## config.mk

```make
export PLATFORM = sky130hd
export DESIGN_NAME = pin_debouncer_with_rebounce
export DESIGN_NICKNAME = d
export VERILOG_FILES = /design/src/rtl/core/pdb_pkg.sv /design/src/rtl/core/pdb_in_stage.sv /design/src/rtl/core/pdb_core.sv /design/src/rtl/core/pin_debouncer_with_rebounce.sv
export VERILOG_INCLUDE_DIRS = /design/src /design/src/rtl/core
export SDC_FILE = /design/constraint.sdc
export NUM_CORES = 1
export LEC_CHECK = 0
export BUFFER_PORTS_ARGS = -buffer_cell sky130_fd_sc_hd__buf_4
export CORE_MARGIN = 4
export CORE_UTILIZATION = 58
export CTS_CLUSTER_SIZE = 25
export DETAILED_ROUTE_END_ITERATION = 7
export PLACE_DENSITY = 0.79
export SLEW_MARGIN = 20
export SYNTH_ARGS = -nofsm -noshare
export SYNTH_HDL_FRONTEND = slang
export SYNTH_SLANG_ARGS = --single-unit
```

## constraint.sdc

```tcl
create_clock -name clk_i -period 3 [get_ports clk_i]
set_input_delay 0.15 -clock clk_i [delete_from_list [all_inputs] [get_ports clk_i]]
set_output_delay 0.15 -clock clk_i [all_outputs]
set_load 0.005 [all_outputs]
```

## src/rtl/core/pin_debouncer_with_rebounce_assert.svh

```systemverilog
// Assertion macros shared by the debouncer RTL files
`ifndef PIN_DEBOUNCER_WITH_REBOUNCE_ASSERT_SVH
`define PIN_DEBOUNCER_WITH_REBOUNCE_ASSERT_SVH

// Same-cycle implication, sampled on clk_i, off while rst_ni is low
`define PDB_ASSERT_NOW(lbl, ante, cons, msg) \
  lbl: assert property (@(posedge clk_i) disable iff (!rst_ni) (ante) |-> (cons)) \
    else $error(msg);

// Next-cycle implication, sampled on clk_i, off while rst_ni is low
`define PDB_ASSERT_NEXT(lbl, ante, cons, msg) \
  lbl: assert property (@(posedge clk_i) disable iff (!rst_ni) (ante) |=> (cons)) \
    else $error(msg);

`endif

```

## src/rtl/core/pdb_pkg.sv

```systemverilog
// Types, codes and helpers for the pin debouncer
`default_nettype none

package pdb_pkg;

  // Width of the elapsed-time counter
  localparam int unsigned TIME_BITS = 32;
  localparam int unsigned OUT_BITS  = 32;
  localparam int unsigned EXT_BITS  = (TIME_BITS > OUT_BITS) ? TIME_BITS : OUT_BITS;

  localparam logic [TIME_BITS-1:0] TIME_MAX     = '1;
  localparam logic [15:0]          INTERVAL_RST = 16'd10;

  // Operation codes of an input beat
  typedef enum logic [2:0] {
    OP_TICK  = 3'd0,
    OP_POLL  = 3'd1,
    OP_WRITE = 3'd2,
    OP_ARM   = 3'd3,
    OP_BEGIN = 3'd4
  } pdb_op_e;

  // One input beat
  typedef struct packed {
    logic [2:0]  op;
    logic        level;
    logic [15:0] rebounce_ms;
  } pdb_item_t;

  // One result beat
  typedef struct packed {
    logic                level;
    logic                changed;
    logic                rising_edge;
    logic                falling_edge;
    logic [OUT_BITS-1:0] elapsed_ms;
  } pdb_result_t;

  // Clamp the counter into the 32-bit output field
  function automatic logic [OUT_BITS-1:0] sat_elapsed(input logic [TIME_BITS-1:0] el);
    logic [EXT_BITS-1:0] ext;
    ext = EXT_BITS'(el);
    if (ext > EXT_BITS'({OUT_BITS{1'b1}})) begin
      return '1;
    end
    return ext[OUT_BITS-1:0];
  endfunction

endpackage

`default_nettype wire

```

## src/rtl/core/pdb_in_stage.sv

```systemverilog
// Input register: holds one beat until the core consumes it
`default_nettype none

module pdb_in_stage (
  input  wire                      clk_i,
  input  wire                      rst_ni,
  input  wire                      in_valid_i,
  output logic                     in_ready_o,
  input  wire pdb_pkg::pdb_item_t  item_i,
  input  wire                      advance_i,
  output logic                     valid_o,
  output pdb_pkg::pdb_item_t       item_o
);
  import pdb_pkg::*;

  logic      valid_q, valid_d;
  pdb_item_t item_q,  item_d;
  logic      load;

  // Take a new beat when empty or when the held beat moves on
  assign in_ready_o = !valid_q || advance_i;
  assign load       = in_valid_i && in_ready_o;

  always_comb begin
    valid_d = valid_q;
    item_d  = item_q;
    if (load) begin
      valid_d = 1'b1;
      item_d  = item_i;
    end else if (advance_i) begin
      valid_d = 1'b0;
    end
  end

  // Control state
  always_ff @(posedge clk_i or negedge rst_ni) begin
    if (!rst_ni) begin
      valid_q <= 1'b0;
    end else begin
      valid_q <= valid_d;
    end
  end

  // Payload, no reset
  always_ff @(posedge clk_i) begin
    item_q <= item_d;
  end

  assign valid_o = valid_q;
  assign item_o  = item_q;

endmodule

`default_nettype wire

```

## src/rtl/core/pdb_core.sv

```systemverilog
// Debouncer state and the single-pass update for one beat
`default_nettype none
`include "pin_debouncer_with_rebounce_assert.svh"

module pdb_core (
  input  wire                      clk_i,
  input  wire                      rst_ni,
  input  wire                      cfg_we_i,
  input  wire [15:0]               cfg_wdata_i,
  input  wire                      valid_i,
  input  wire pdb_pkg::pdb_item_t  item_i,
  output pdb_pkg::pdb_result_t     result_o
);
  import pdb_pkg::*;

  logic                 level_q,    level_d;
  logic                 changed_q,  changed_d;
  logic [TIME_BITS-1:0] elapsed_q,  elapsed_d;
  logic [15:0]          rebounce_q, rebounce_d;
  logic [15:0]          interval_q, interval_d;
  logic                 accept_chg;
  logic                 rb_fire;

  // Poll decisions
  assign accept_chg = (item_i.level != level_q) &&
                      (elapsed_q >= TIME_BITS'(interval_q));
  assign rb_fire    = (rebounce_q != 16'd0) &&
                      (elapsed_q >= TIME_BITS'(rebounce_q));

  // Next state for a config write and for the beat in the input register
  always_comb begin
    level_d    = level_q;
    changed_d  = changed_q;
    elapsed_d  = elapsed_q;
    rebounce_d = rebounce_q;
    interval_d = interval_q;
    if (cfg_we_i) begin
      interval_d = cfg_wdata_i;
      rebounce_d = '0;
    end
    if (valid_i) begin
      unique case (pdb_op_e'(item_i.op))
        OP_TICK: begin
          if (elapsed_q != TIME_MAX) begin
            elapsed_d = elapsed_q + TIME_BITS'(1);
          end
        end
        OP_POLL: begin
          if (accept_chg) begin
            level_d    = item_i.level;
            elapsed_d  = '0;
            rebounce_d = '0;
            changed_d  = 1'b1;
          end else if (rb_fire) begin
            // rebounce: report a change, level stays
            elapsed_d  = '0;
            rebounce_d = '0;
            changed_d  = 1'b1;
          end else begin
            changed_d  = 1'b0;
          end
        end
        OP_WRITE: begin
          level_d = item_i.level;
        end
        OP_ARM: begin
          rebounce_d = item_i.rebounce_ms;
        end
        OP_BEGIN: begin
          level_d    = item_i.level;
          elapsed_d  = '0;
          rebounce_d = '0;
        end
        default: begin
          // unused codes leave the state alone
        end
      endcase
    end
  end

  always_ff @(posedge clk_i or negedge rst_ni) begin
    if (!rst_ni) begin
      level_q    <= 1'b0;
      changed_q  <= 1'b0;
      elapsed_q  <= '0;
      rebounce_q <= '0;
      interval_q <= INTERVAL_RST;
    end else begin
      level_q    <= level_d;
      changed_q  <= changed_d;
      elapsed_q  <= elapsed_d;
      rebounce_q <= rebounce_d;
      interval_q <= interval_d;
    end
  end

  // Result reflects the state after the beat
  always_comb begin
    result_o.level        = level_d;
    result_o.changed      = changed_d;
    result_o.rising_edge  = changed_d && level_d;
    result_o.falling_edge = changed_d && !level_d;
    result_o.elapsed_ms   = sat_elapsed(elapsed_d);
  end

  `PDB_ASSERT_NEXT(a_tick_counts,
    valid_i && (item_i.op == OP_TICK) && !cfg_we_i && (elapsed_q != TIME_MAX),
    elapsed_q == $past(elapsed_q) + TIME_BITS'(1),
    "tick did not advance the elapsed counter")
  `PDB_ASSERT_NEXT(a_accept_restarts,
    valid_i && (item_i.op == OP_POLL) && accept_chg,
    (elapsed_q == '0) && (rebounce_q == '0) && changed_q,
    "accepted change did not restart timer and disarm rebounce")

endmodule

`default_nettype wire

```

## src/rtl/core/pin_debouncer_with_rebounce.sv

```systemverilog
// Lockout debouncer for one pin: input register, update core, result register.
// Takes one beat per cycle when the result side keeps up. A beat's result passes through
// the input register and then the result register; a stall on the result side can
// hold it in either. The update itself is one compare-and-count step on the elapsed
// counter, so nothing in the core limits the rate. Config writes land at once and
// are meant for an idle block. No clearing pass after reset.
`default_nettype none
`include "pin_debouncer_with_rebounce_assert.svh"

module pin_debouncer_with_rebounce (
  input  wire         clk_i,
  input  wire         rst_ni,
  input  wire         cfg_we_i,
  input  wire  [15:0] cfg_wdata_i,
  input  wire         in_valid_i,
  output logic        in_ready_o,
  input  wire  [2:0]  operation_i,
  input  wire         level_in_i,
  input  wire  [15:0] rebounce_ms_i,
  output logic        out_valid_o,
  input  wire         out_ready_i,
  output logic        level_o,
  output logic        changed_o,
  output logic        rising_edge_o,
  output logic        falling_edge_o,
  output logic [31:0] elapsed_ms_o
);
  import pdb_pkg::*;

  pdb_item_t   in_item;
  pdb_item_t   st_item;
  logic        st_valid;
  logic        advance;
  pdb_result_t core_res;
  logic        out_valid_q, out_valid_d;
  pdb_result_t res_q;

  assign in_item.op          = operation_i;
  assign in_item.level       = level_in_i;
  assign in_item.rebounce_ms = rebounce_ms_i;

  // Beat moves from input register to result register when the latter frees up
  assign advance = st_valid && (!out_valid_q || out_ready_i);

  pdb_in_stage u_in (
    .clk_i      (clk_i),
    .rst_ni     (rst_ni),
    .in_valid_i (in_valid_i),
    .in_ready_o (in_ready_o),
    .item_i     (in_item),
    .advance_i  (advance),
    .valid_o    (st_valid),
    .item_o     (st_item)
  );

  pdb_core u_core (
    .clk_i       (clk_i),
    .rst_ni      (rst_ni),
    .cfg_we_i    (cfg_we_i),
    .cfg_wdata_i (cfg_wdata_i),
    .valid_i     (advance),
    .item_i      (st_item),
    .result_o    (core_res)
  );

  // Result register
  always_comb begin
    out_valid_d = out_valid_q;
    if (advance) begin
      out_valid_d = 1'b1;
    end else if (out_ready_i) begin
      out_valid_d = 1'b0;
    end
  end

  always_ff @(posedge clk_i or negedge rst_ni) begin
    if (!rst_ni) begin
      out_valid_q <= 1'b0;
    end else begin
      out_valid_q <= out_valid_d;
    end
  end

  always_ff @(posedge clk_i) begin
    if (advance) begin
      res_q <= core_res;
    end
  end

  assign out_valid_o    = out_valid_q;
  assign level_o        = res_q.level;
  assign changed_o      = res_q.changed;
  assign rising_edge_o  = res_q.rising_edge;
  assign falling_edge_o = res_q.falling_edge;
  assign elapsed_ms_o   = res_q.elapsed_ms;

  `PDB_ASSERT_NOW(a_no_overwrite,
    out_valid_q && !out_ready_i,
    !advance,
    "result register overwritten while stalled")
  `PDB_ASSERT_NEXT(a_held_beat_kept,
    st_valid && !advance,
    st_valid,
    "held input beat dropped")

endmodule

`default_nettype wire

```

# ---- After elaboration in Yosys (flattened, before gate mapping)
# Index checks and enable logic that the tools add are counted.
dict set report classes {
  n_addsub 1
  n_lt_le_gt_ge 3
  eq_ne 6
  n_mux 24
  reduce_logical 16
}
# op count
set op_table {}
lappend op_table {{2-to-1 mux 32 bit} 6}
lappend op_table {{one-hot mux 32 bit (3 select lines)} 1}
lappend op_table {{greater-or-equal comparator 32 x 16 -> 1 bit} 2}
lappend op_table {{2-to-1 mux 16 bit} 4}
lappend op_table {{one-hot mux 16 bit (3 select lines)} 1}
lappend op_table {{adder 32 x 1 -> 32 bit (second input constant)} 1}
lappend op_table {{> comparator 32 bit (second input constant)} 1}
lappend op_table {{inequality test 32 bit (second input constant)} 1}
lappend op_table {{nonzero test 16 bit} 1}
lappend op_table {{2-to-1 mux 1 bit} 11}
lappend op_table {{== test 3 x 2 -> 1 bit (second input constant)} 2}
lappend op_table {{logical AND 1 bit} 6}
lappend op_table {{nonzero test 2 bit} 2}
lappend op_table {{== test 3 x 1 -> 1 bit (second input constant)} 1}
lappend op_table {{== test 3 bit (second input constant)} 1}
lappend op_table {{zero test 1 bit} 3}
lappend op_table {{zero test 3 bit} 1}
lappend op_table {{logical OR 1 bit} 2}
lappend op_table {{one-hot mux 1 bit (2 select lines)} 1}
lappend op_table {{OR reduction 2 bit} 1}
lappend op_table {{inequality test 1 bit} 1}
dict set report totals {
  reg_bits 124
  input_bits 41
  output_inout_bits 38
  wordCells 65
}

# ---- Longest topological paths before layout
dict set report logic_depth {
  depth_word 9
  mapped_depth 10
  depth_no_buf 9
}

# ---- Cells and area by module
# From an unflattened synthesis, not the netlist that was laid out.
dict set report hier_totals {
  hier_cells 539
  area_unflattened_um2 5992.0
}
# module instances cells_each area_per_inst_um2
set modules_own_cells {}
lappend modules_own_cells {pdb_core 1 475 4212.8}
lappend modules_own_cells {pin_debouncer_with_rebounce 1 40 1124.8}
lappend modules_own_cells {pdb_in_stage 1 24 654.4}

# ---- Worst setup path after synthesis
# Ideal clock, no wire load.
dict set report synth_path {
  path_type {reg-to-reg}
  startpoint {reg out_valid_q, in the netlist out_valid_o}
  endpoint {reg res_q (netlist bit elapsed_ms_o[10]), data pin}
  setup_time_ns 0.263
  t_arrival_ns 2.542
  slack_ns 0.195
  path_stages_with_launch 8
  period_less_slack_ns 2.805
  path_cell_list {dfrtp_1 -> nand2b_1 -> nand2_1 -> inv_1 -> nand3_1 -> and2_4 -> buf_6 -> a211o_1}
}
dict set report synth_between {
  elab_chain_cells 7
}
# element line_no
set synth_rtl {}
lappend synth_rtl {{start, declared} pin_debouncer_with_rebounce.sv:35} ;# logic out_valid_q, out_valid_d;
lappend synth_rtl {{start signal, assigned} pin_debouncer_with_rebounce.sv:80} ;# out_valid_q <= out_valid_d;
lappend synth_rtl {{zero test 1 bit (*)} pin_debouncer_with_rebounce.sv:43} ;# assign advance = st_valid && (!out_valid_q || out_ready_i);
lappend synth_rtl {{logical OR 1 bit (*)} pin_debouncer_with_rebounce.sv:43}
lappend synth_rtl {{logical AND 1 bit (*)} pin_debouncer_with_rebounce.sv:43}
lappend synth_rtl {{net advance} pin_debouncer_with_rebounce.sv:33} ;# logic advance;
lappend synth_rtl {{2-to-1 mux 32 bit (*)} pdb_core.sv:41} ;# if (valid_i) begin
lappend synth_rtl {{net u_core.elapsed_d[10]} pdb_core.sv:18} ;# logic [TIME_BITS-1:0] elapsed_q, elapsed_d;
lappend synth_rtl {{> comparator 32 bit} pdb_pkg.sv:43} ;# if (ext > EXT_BITS'({OUT_BITS{1'b1}})) begin
lappend synth_rtl {{2-to-1 mux 1 bit} pdb_pkg.sv:43}
lappend synth_rtl {{2-to-1 mux 32 bit (*)} pdb_pkg.sv:46} ;# return ext[OUT_BITS-1:0];
lappend synth_rtl {{end signal, assigned} pin_debouncer_with_rebounce.sv:86} ;# res_q <= core_res;
lappend synth_rtl {{end, declared} pin_debouncer_with_rebounce.sv:36} ;# pdb_result_t res_q;
# Mark *: on every way through the listed nets, which the timed path passes. The rest lies on a longest branch.
# A chain may end at the register's enable or synchronous reset.

# ---- Final worst setup path
dict set report layout_path {
  startpoint {reg u_core.elapsed_q[29]}
  endpoint {reg res_q (netlist bit elapsed_ms_o[14]), data pin}
}
dict set report layout_between {
  elab_chain_cells 9
  elab_cells_between_ends 14
  classes_between {1 x add/sub; 3 x order compare; 1 x eq/ne; 7 x mux; 2 x reduce/logical}
}
# element line_no
set layout_rtl {}
lappend layout_rtl {{start, declared} pdb_core.sv:18}
lappend layout_rtl {{start signal, assigned} pdb_core.sv:91} ;# elapsed_q <= elapsed_d;
lappend layout_rtl {{greater-or-equal comparator 32 x 16 -> 1 bit} pdb_core.sv:28} ;# (elapsed_q >= TIME_BITS'(rebounce_q));
lappend layout_rtl {{logical AND 1 bit} pdb_core.sv:27} ;# assign rb_fire = (rebounce_q != 16'd0) &&
lappend layout_rtl {{2-to-1 mux 32 bit} pdb_core.sv:54} ;# end else if (rb_fire) begin
lappend layout_rtl {{2-to-1 mux 32 bit} pdb_core.sv:49} ;# if (accept_chg) begin
lappend layout_rtl {{one-hot mux 32 bit (3 select lines) (*)} pdb_core.sv:42} ;# unique case (pdb_op_e'(item_i.op))
lappend layout_rtl {{2-to-1 mux 32 bit (*)} pdb_core.sv:41}
lappend layout_rtl {{net u_core.elapsed_d[14]} pdb_core.sv:18}
lappend layout_rtl {{> comparator 32 bit} pdb_pkg.sv:43}
lappend layout_rtl {{2-to-1 mux 1 bit} pdb_pkg.sv:43}
lappend layout_rtl {{2-to-1 mux 32 bit (*)} pdb_pkg.sv:46}
# Marked as above.

==> flow_metrics.env <==
export IMPL_synthArstFlopShare_pct=54.84
export IMPL_grt_start_max_net_pins=69
export IMPL_max_stage_delay_ns=0.44
export IMPL_crit_path_end_kind="flop"
export IMPL_placed_cell_area_um2=6693
export IMPL_period_share_pct=94.67
export IMPL_final_util_pct=78.45
export IMPL_finalHoldViolCount=0
export IMPL_drt_iter0_markers=579
export IMPL_outcome="finished clean"
export IMPL_worstPathMaxFanout=16
export IMPL_final_common_cell="buf_4"
export IMPL_start_kind="flop"
export IMPL_finalMaxSlewViolations=0
export IMPL_n_antenna_cell=0
export IMPL_layout_common_cells="92 x buf_4, 66 x dfrtp_1, 58 x nand2_1, 56 x edfxtp_1, 40 x dlygate4sd3_1"
export IMPL_yosys_warnings=0
export IMPL_setup_viol=0
export IMPL_p_per_area_nw_per_um2=626.3
export IMPL_drt_met1_wl_um=6233
export IMPL_critPathBufInv=1
export IMPL_wl_um=15470
export IMPL_rsz0062_at_grt="no"
export IMPL_track_usage_pct=27.54
export IMPL_drc=0
export IMPL_synth_cell_types=53
export IMPL_clockRootBuffer="clkbuf_8"
export IMPL_areaGrowthSynthToFinish_pct=30.24
export IMPL_clockBufferDepth=2
export IMPL_synth_seq_cells=124
export IMPL_grt_pass1_wl_um=24850
export IMPL_netlist_area_um2=5942
export IMPL_worst_skew_pair_late_latency_ns=0.52
export IMPL_synth_flop_cell="dfrtp_1"
export IMPL_r2r_start="u_core.elapsed_q[29]"
export IMPL_drive_gt1_share_pct=21.22
export IMPL_vias_per_cell=6.103
export IMPL_wl_per_cell_um=19.17
export IMPL_htree_levels=4
export IMPL_holdPathStages=3
export IMPL_slew_headroom_pct=38.76
export IMPL_io_pins=79
export IMPL_cts_tree="built"
export IMPL_antenna_found_initial=0
export IMPL_max_vdd_ir_drop_mv=0.3806
export IMPL_avgSynthCellArea_um2=11.21
export IMPL_die_y_um=109.2
export IMPL_fmax_mhz=352.1
export IMPL_cp_cell_sequence="nor4_1 > nand4_1 > a2111oi_2 > o21ai_2 > a32oi_4 > buf_4 > nand2_4 > a31oi_1"
export IMPL_hp_start="cfg_we_i"
export IMPL_cp_slowest_cell="dfrtp_1"
export IMPL_r2r_setup_slack_ns=0.16
export IMPL_drtAntennaViolNets=0
export IMPL_grt_overflow_total=0
export IMPL_p_leak_nw=3.449
export IMPL_dr_wl_met2_um=7566
export IMPL_hold_class="input pin to flop"
export IMPL_die_w_um=109.2
export IMPL_clkSinkCount=124
export IMPL_wl_met3_um=1254
export IMPL_worst_pin_slew_ns=0.9186
export IMPL_initial_utilization_pct=60.24
export IMPL_cts_buffers=17
export IMPL_grt_pass1_vias=4980
export IMPL_drv_cap=0
export IMPL_die_area_um2=11930
export IMPL_path_delay_family="compound AO/OA/AOI/OAI gates"
export IMPL_r2r_end="elapsed_ms_o[14]"
export IMPL_synth_edff_count=56
export IMPL_clk_pin_slew_ns=0.06
export IMPL_worstHoldEndpoint="u_core.interval_q[3]"
export IMPL_final_area_um2=7739
export IMPL_synth_nets=604
export IMPL_final_nets=735
export IMPL_io_buffers=78
export IMPL_worstPathRequired_ns=3.34
export IMPL_fin_skew_ns=0.008082
export IMPL_gp_congestion=0.9078
export IMPL_critPathArrivalTime_ns=3.18
export IMPL_min_period_ns=2.840
export IMPL_rows=36
export IMPL_num_vias=4925
export IMPL_tns_ns=0
export IMPL_critPathKind="flop to flop"
export IMPL_dr_pass1_iters=7
export IMPL_syn_inst=530
export IMPL_top_layer="met4"
export IMPL_core_area_um2=9864
export IMPL_fillers=597
export IMPL_ys_seq_area_share_pct=56.98
export IMPL_rr_worst_depth=8
export IMPL_dp_hpwl_um=9731
## per-stage QoR
| stage | power (mW) | setup WS (ns) | hold WS [ns] | instances |
|---|---|---|---|---|
| final | 4.846 | 0.1598 | 0.02959 | 807 |
| after global routing | 5.028 | 0.02603 | 0.06227 | 807 |
| after CTS | 4.817 | 0.1626 | 0.01651 | 805 |
| after detailed placement | 2.686 | 0.1665 | 0.3257 | 733 |
| after global placement | 2.654 | 0.3517 | 0.3167 | 733 |
| after floorplan | 2.410 | 0.1950 | -0.1456 | 530 |
## Yosys cell counts (all sizes together) (2+ instances only)
master | n | area [um^2]
a211o | 9 | 78.83
a211oi | 5 | 37.54
a21o | 4 | 30.03
a21oi | 21 | 105.1
a221o | 2 | 20.02
a22o | 16 | 140.1
a31o | 2 | 17.52
a31oi | 24 | 168.9
a41oi | 4 | 35.03
and2 | 5 | 33.78
and3 | 18 | 112.6
and4 | 6 | 52.55
buf | 8 | 51.29
clkbuf | 12 | 45.04
dfrtp | 66 | 1652
dfstp | 2 | 52.55
edfxtp | 56 | 1682
ha | 33 | 412.9
inv | 38 | 142.6
nand2 | 59 | 229.0
nand2b | 4 | 25.02
nand3 | 18 | 90.09
nand4 | 13 | 81.33
nor2 | 21 | 78.83
nor2b | 6 | 37.54
nor3 | 19 | 100.1
nor4 | 12 | 105.1
o21ai | 28 | 143.9
o221ai | 2 | 17.52
or3 | 3 | 18.77
## power by group
| part | internal [mW] | switching, mW | leakage [nW] |
|---|---|---|---|
| combinational | 0.314 | 0.387 | 1.71 |
| sequential | 1.93 | 0.108 | 1.45 |
| clock | 1.35 | 0.758 | 0.284 |
| total | 3.59 | 1.25 | 3.45 |
## logic make-up after synthesis
kind of cell	share of synthesized area, %
compound gates	15.06
fa+ha+maj	6.949
xor+xnor	0.1474
mux	0.3580
buf+inv	4.022
flops	56.98
simple gates	16.49
## routing by layer
layer	up-vias	global-route usage [%]
li1	2253	-
met1	2338	35.56
met2	286	44.65
met3	48	7.342
met4	0	10.60
met5	-	0
## state kept, by name, indices dropped and copies added, names as in the netlist
| signal | flops |
|---|---|
| elapsed_ms_o | 32 |
| u_core.elapsed_q | 32 |
| u_in.item_o | 20 |
| u_core.interval_q | 16 |
| u_core.rebounce_q | 16 |
| changed_o | 1 |
| falling_edge_o | 1 |
| level_o | 1 |
| out_valid_o | 1 |
| rising_edge_o | 1 |
| u_core.changed_q | 1 |
| u_core.level_q | 1 |
| u_in.valid_o | 1 |
## tightest hold or removal path, delay by kind of cell
family                 cells  cell delay [ns]
and+or+nand+nor            1             0.10
buffers and inverters      1             0.21
AOI/OAI and AO/OA          1             0.07
## final cells by class
class                      count  area, um^2  area share [%]
clock buffer                  17       414.1           5.352
multi-input combinational    348        2341           30.25
clock inverter                15       197.7           2.555
sequential                   124        3386           43.75
inverter                      38       142.6           1.843
timing repair buffer         132        1091           14.10
tap                          133       166.4           2.150
## how the worst max path moves through the flow
stage,slack (ns),cells after the start,endpoint,startpoint
after global placement,0.35,9,elapsed_ms_o[15],u_core.elapsed_q[9]
after detailed placement,0.17,8,elapsed_ms_o[3],u_core.elapsed_q[29]
final,0.16,8,elapsed_ms_o[14],u_core.elapsed_q[29]
after floorplan,0.19,7,elapsed_ms_o[10],out_valid_o
after global routing,0.03,9,elapsed_ms_o[21],u_core.elapsed_q[9]
after CTS,0.16,8,elapsed_ms_o[15],u_core.elapsed_q[29]
## repair_timing
item                                    CTS  global route
endpoints found under the setup margin    0             9
gates resized for setup                   0             3
hold endpoints to repair                104             0
hold buffers                             40             0
setup buffers                             0             2
(Power assumes the default switching activity.)
